[config.mk]
export PLATFORM = sky130hd
export DESIGN_NAME = ocu_div
export DESIGN_NICKNAME = d
export VERILOG_FILES = /design/src/rtl/core/ocu_pkg.sv /design/src/rtl/core/ocu_div.sv
export SDC_FILE = /design/constraint.sdc
export NUM_CORES = 1
export LEC_CHECK = 0
export BUFFER_PORTS_ARGS = -buffer_cell sky130_fd_sc_hd__buf_2
export CORE_AREA = 5 5 121 123
export DETAILED_ROUTE_END_ITERATION = 6
export DIE_AREA = 0 0 126 128
export GPL_TIMING_DRIVEN = 0
export SLEW_MARGIN = 0
export SYNTH_ARGS = -nofsm -noshare
export SYNTH_HDL_FRONTEND = slang
export SYNTH_SLANG_ARGS = --single-unit
[constraint.sdc]
create_clock -name clk -period 3.3 [get_ports clk]
set_input_delay 0.165 -clock clk [delete_from_list [all_inputs] [get_ports clk]]
set_output_delay 0.165 -clock clk [all_outputs]
set_load 0.005 [all_outputs]
[src/rtl/core/ocu_pkg.sv]
// Shared constants, types and helpers of the running mean/covariance update.
package ocu_pkg;

  localparam int DIM_DEF = 4;
  localparam int VAL_W   = 32;
  localparam int CNT_W   = 16;
  localparam int DIV_W   = 48;
  localparam int WIDE_W  = 81;

  localparam logic [1:0] FN_SAMPLE = 2'd0;
  localparam logic [1:0] FN_MEAN   = 2'd1;
  localparam logic [1:0] FN_COV    = 2'd2;

  localparam logic KIND_MEAN = 1'b0;
  localparam logic KIND_COV  = 1'b1;

  typedef struct packed {
    logic              start;
    logic [DIV_W-1:0]  dividend;
    logic [CNT_W-1:0]  divisor;
  } div_req_t;

  typedef struct packed {
    logic              done;
    logic [DIV_W-1:0]  quot;
    logic              rem_nz;
  } div_res_t;

  // clamp a wide signed value to the signed 32-bit range
  function automatic logic signed [VAL_W-1:0] sat32(input logic signed [WIDE_W-1:0] v);
    logic signed [WIDE_W-1:0] hi;
    logic signed [WIDE_W-1:0] lo;
    hi = WIDE_W'(64'sd2147483647);
    lo = -WIDE_W'(64'sd2147483648);
    if (v > hi) return VAL_W'(32'h7fffffff);
    else if (v < lo) return VAL_W'(32'h80000000);
    else return v[VAL_W-1:0];
  endfunction

endpackage

[src/rtl/core/ocu_div.sv]
// Restoring divider, one quotient bit per cycle, unsigned operands.
module ocu_div (
  input  logic               clk,
  input  logic               rst_n,
  input  ocu_pkg::div_req_t  req,
  output ocu_pkg::div_res_t  res
);

  localparam int DW = ocu_pkg::DIV_W;
  localparam int VW = ocu_pkg::CNT_W;
  localparam int CW = $clog2(DW + 1);

  logic          busy_r, busy_nxt;
  logic          done_r, done_nxt;
  logic [CW-1:0] cnt_r, cnt_nxt;
  logic [DW-1:0] q_r, q_nxt;
  logic [VW-1:0] rem_r, rem_nxt;
  logic [VW-1:0] d_r, d_nxt;
  logic [VW:0]   sh;
  logic          ge;

  assign sh = {rem_r, q_r[DW-1]};
  assign ge = sh >= {1'b0, d_r};

  always_comb begin
    busy_nxt = busy_r;
    done_nxt = 1'b0;
    cnt_nxt  = cnt_r;
    q_nxt    = q_r;
    rem_nxt  = rem_r;
    d_nxt    = d_r;
    if (req.start) begin
      busy_nxt = 1'b1;
      cnt_nxt  = CW'(DW);
      q_nxt    = req.dividend;
      rem_nxt  = '0;
      d_nxt    = req.divisor;
    end else if (busy_r) begin
      q_nxt   = {q_r[DW-2:0], ge};
      rem_nxt = ge ? VW'(sh - {1'b0, d_r}) : sh[VW-1:0];
      cnt_nxt = cnt_r - CW'(1);
      if (cnt_r == CW'(1)) begin
        busy_nxt = 1'b0;
        done_nxt = 1'b1;
      end
    end
  end

  always_ff @(posedge clk) begin
    if (!rst_n) begin
      busy_r <= 1'b0;
      done_r <= 1'b0;
      cnt_r  <= '0;
    end else begin
      busy_r <= busy_nxt;
      done_r <= done_nxt;
      cnt_r  <= cnt_nxt;
    end
    q_r   <= q_nxt;
    rem_r <= rem_nxt;
    d_r   <= d_nxt;
  end

  assign res.done   = done_r;
  assign res.quot   = q_r;
  assign res.rem_nz = (rem_r != '0);

endmodule

==> reports/qor.tcl <==
set qor(timing.hold.worst.class) {input port to flop}
set qor(first_global_vias) 3883
set qor(final_util_pct) 43.50
set qor(drt-initial-drc-count) 268
set qor(r2r_cells) 9
set qor(num_antenna_cells) 0
set qor(rsz0062_at_grt) {false}
set qor(critPathLaunchType) {flop}
set qor(holdPathEnd) {cnt_r[4]$_SDFFE_PN0P_}
set qor(drc) 0
set qor(layout_common_cells) {sky130_fd_sc_hd__buf_2, sky130_fd_sc_hd__edfxtp_1, sky130_fd_sc_hd__mux2_2}
set qor(worstPathRequired_ns) 3.51
set qor(port_buffers) 116
set qor(final-setup-viol-count) 0
set qor(cp-end-kind) {flop}
set qor(die_area_um2) 16130
set qor(hold_viol) 0
set qor(crit_fanout) 5
set qor(max_freq_mhz) 397.9
set qor(numPlacedInstances) 692
set qor(most_frequent_standard_cell_in_the_layout_excluding_fill_and_tap_cells) {sky130_fd_sc_hd__buf_2}
set qor(p_leak_nw) 2.418
set qor(synthesis.area_um2) 4627
set qor(dieWidth_um) 126
set qor(fp-row-count) 43
set qor(layout-drive-gt1-share_pct) 37.13
set qor(groute.usage.overall_pct) 14.77
set qor(finish.net_count) 625
set qor(clockRootBuffer) {sky130_fd_sc_hd__clkbuf_16}
set qor(hold-path-cell-count) 2
set qor(route.final.wire_length_um) 11580
set qor(result_of_the_run) {finished, final reports clean}
set qor(timing.hold.worst.start) {rst_n}
set qor(synth-edff-count) 64
set qor(synth_seq_area_share_pct) 51.92
set qor(grt_max_degree) 45
set qor(cts_buffer_depth) 2
set qor(post_synth_num_cell_types) 61
set qor(ioPinCount) 117
set qor(ant_nets) 0
set qor(via_per_inst) 5.052
set qor(effective_utilization_at_floorplan_pct) 34.13
set qor(worst_r2r_endpoint) {rem_r[10]$_SDFFE_PP0P_}
set qor(post-route-min-period_ns) 2.513
set qor(max_cap_viol_count) 0
set qor(final.setup.tns_ns) 0
set qor(cts_repair_resize_count) 0
set qor(maxSlewHeadroom_pct) 54.87
set qor(grt_pass1_wl_um) 19200
set qor(cp.arrival_ns) 2.72
set qor(routabilityCongestion) 0.8391
set qor(cts_sink_count) 88
set qor(synth_ff_type) {sky130_fd_sc_hd__edfxtp_1}
set qor(postSynth.asyncResetShare_pct) 0
set qor(r2r-start) {q_r[47]$_DFFE_PP_}
set qor(via_count) 3658
set qor(total_nets_after_synthesis) 481
set qor(cts_tree) {yes}
set qor(r2r_setup_slack_ns) 0.79
set qor(htree_levels) 3
set qor(place_hpwl_um) 8620
set qor(clk_latency_ns) 0.35
set qor(final_min_period_over_clock_period_pct) 76.16
set qor(setup_skew_ns) 0.006440
set qor(fin_worst_hold_slack_ns) 0.07676
set qor(dr.pass1.iters) 4
set qor(design.core.area_um2) 13560
set qor(postCtsSetupRepairBufs) 0
set qor(die_h_um) 128
set qor(cts-buffers-inserted) 9
set qor(max_slew_violations) 0
set qor(finish.cell_count_without_fillers) 724
set qor(vdd_drop_max_mv) 0.2749
set qor(yosys_warnings) 0
set qor(area.growth.synth_to_final_pct) 27.47
set qor(antenna_found_initial) 0
set qor(syn_area_cell_um2) 11.71
set qor(postSynthRegisterBits) 88
set qor(setup.worst_path.class) {flop to flop}
set qor(worst-slew-pin-transition_ns) 0.6729
set qor(cts_hold_repair.buffers) 16
set qor(powerDensity_nw_per_um2) 488.7
set qor(wl_per_cell_um) 15.99
set qor(synth_cells) 395
set qor(grt_overflow_total) 0
set qor(clk_pin_slew_ns) 0.07
[report_power, final]
part           switching [W]  internal (W)
clock               0.000474      0.000527
sequential         0.0000558       0.00130
combinational       0.000272      0.000253
total               0.000802       0.00208
[state kept, by name, summed over array words and instances, names as in the netlist]
name    flops
busy_r      1
cnt_r       6
d_r        16
done_r      1
q_r        48
rem_r      16
[worst max-delay path by stage]
stage                       from                endpoint  slack (ns)  cells past startpoint
3_5_place_dp   q_r[47]$_DFFE_PP_  rem_r[10]$_SDFFE_PP0P_        0.83                      9
4_1_cts        q_r[47]$_DFFE_PP_  rem_r[10]$_SDFFE_PP0P_        0.80                      9
5_1_grt        q_r[47]$_DFFE_PP_  rem_r[10]$_SDFFE_PP0P_        0.63                      9
2_1_floorplan  q_r[47]$_DFFE_PP_  rem_r[10]$_SDFFE_PP0P_        1.14                      9
3_3_place_gp             req[64]       q_r[34]$_DFFE_PP_        0.70                      3
6_report       q_r[47]$_DFFE_PP_  rem_r[10]$_SDFFE_PP0P_        0.79                      9
[through the flow]
stage	total power, W	setup WS [ns]	instance area [µm²]
after CTS	0.002925	0.8049	5898
after global placement	0.001880	0.6970	5433
after global routing	0.003040	0.6335	5898
final	0.002883	0.7866	5898
after floorplan	0.001690	1.141	4627
after detailed placement	0.001893	0.8270	5453
[worst max-delay path, cell delays in order, from the launching register on]
cell and delay (ns):
sky130_fd_sc_hd__edfxtp_1 0.45, sky130_fd_sc_hd__inv_1 0.09, sky130_fd_sc_hd__ha_1 0.20, sky130_fd_sc_hd__fa_1 0.23, sky130_fd_sc_hd__nor2b_1 0.07, sky130_fd_sc_hd__o31a_1 0.27, sky130_fd_sc_hd__nand2b_1 0.24, sky130_fd_sc_hd__a211o_1 0.36
sky130_fd_sc_hd__a221oi_1 0.38, sky130_fd_sc_hd__a2111oi_2 0.08
[cells by family (layout without fill, tap and decap cells)]
logic type | Yosys count | count (layout) | synth area share, %
AO/OA/AOI/OAI | 81 | 81 | 13.03
XOR/XNOR | 13 | 13 | 2.461
adder cells (fa/ha/maj) | 19 | 19 | 5.300
buffers and inverters | 44 | 193 | 4.273
flip-flops | 88 | 88 | 51.92
multiplexers | 49 | 49 | 11.87
AND/OR/NAND/NOR | 101 | 101 | 11.14
[cells in the mapped netlist (3+ instances only)]
cell type	count	area, µm²
sky130_fd_sc_hd__xor2_1	5	43.79
sky130_fd_sc_hd__edfxtp_1	64	1922
sky130_fd_sc_hd__o21a_1	6	45.04
sky130_fd_sc_hd__a311oi_1	8	70.07
sky130_fd_sc_hd__ha_1	18	225.2
sky130_fd_sc_hd__nor3_1	9	45.04
sky130_fd_sc_hd__o21ai_0	4	20.02
sky130_fd_sc_hd__nand4_1	5	31.28
sky130_fd_sc_hd__inv_1	25	93.84
sky130_fd_sc_hd__clkbuf_1	8	30.03
sky130_fd_sc_hd__nor4_1	7	43.79
sky130_fd_sc_hd__xnor2_1	8	70.07
sky130_fd_sc_hd__and2_1	7	43.79
sky130_fd_sc_hd__dfxtp_1	24	480.5
sky130_fd_sc_hd__a41oi_1	5	43.79
sky130_fd_sc_hd__a31oi_1	3	18.77
sky130_fd_sc_hd__mux2_2	47	529.3
sky130_fd_sc_hd__buf_4	6	45.04
sky130_fd_sc_hd__a221oi_1	3	26.28
sky130_fd_sc_hd__nand3_1	13	65.06
sky130_fd_sc_hd__a21o_1	4	30.03
sky130_fd_sc_hd__a21oi_1	13	65.06
sky130_fd_sc_hd__nor2_1	29	108.9
sky130_fd_sc_hd__o21ai_1	12	60.06
sky130_fd_sc_hd__nand2b_1	3	18.77
sky130_fd_sc_hd__nand2_1	14	52.55
[layout make-up]
cell class / instances / area, µm²
multi-input cells: 263 / 2027
clock inverters: 7 / 60.06
plain buffers: 19 / 103.9
flip-flops and latches: 88 / 2402
clock buffers: 9 / 225.2
well taps: 180 / 225.2
fillers: 1337 / 7660
inverters: 25 / 93.84
repair buffers: 133 / 760.7
[metal layers]
layer / wire length, µm / up-vias / track usage [%] / share of wire [%]
met2: 5407 / 111 / 23.41 / 47
met1: 5066 / 1741 / 18.39 / 44
met3: 788 / 23 / 4.417 / 6.8
met5: 0 / - / 0 / 0
met4: 316 / 0 / 7.319 / 2.7
li1: - / 1783 / - / -
No activity file was read; power rests on OpenSTA's default activity.
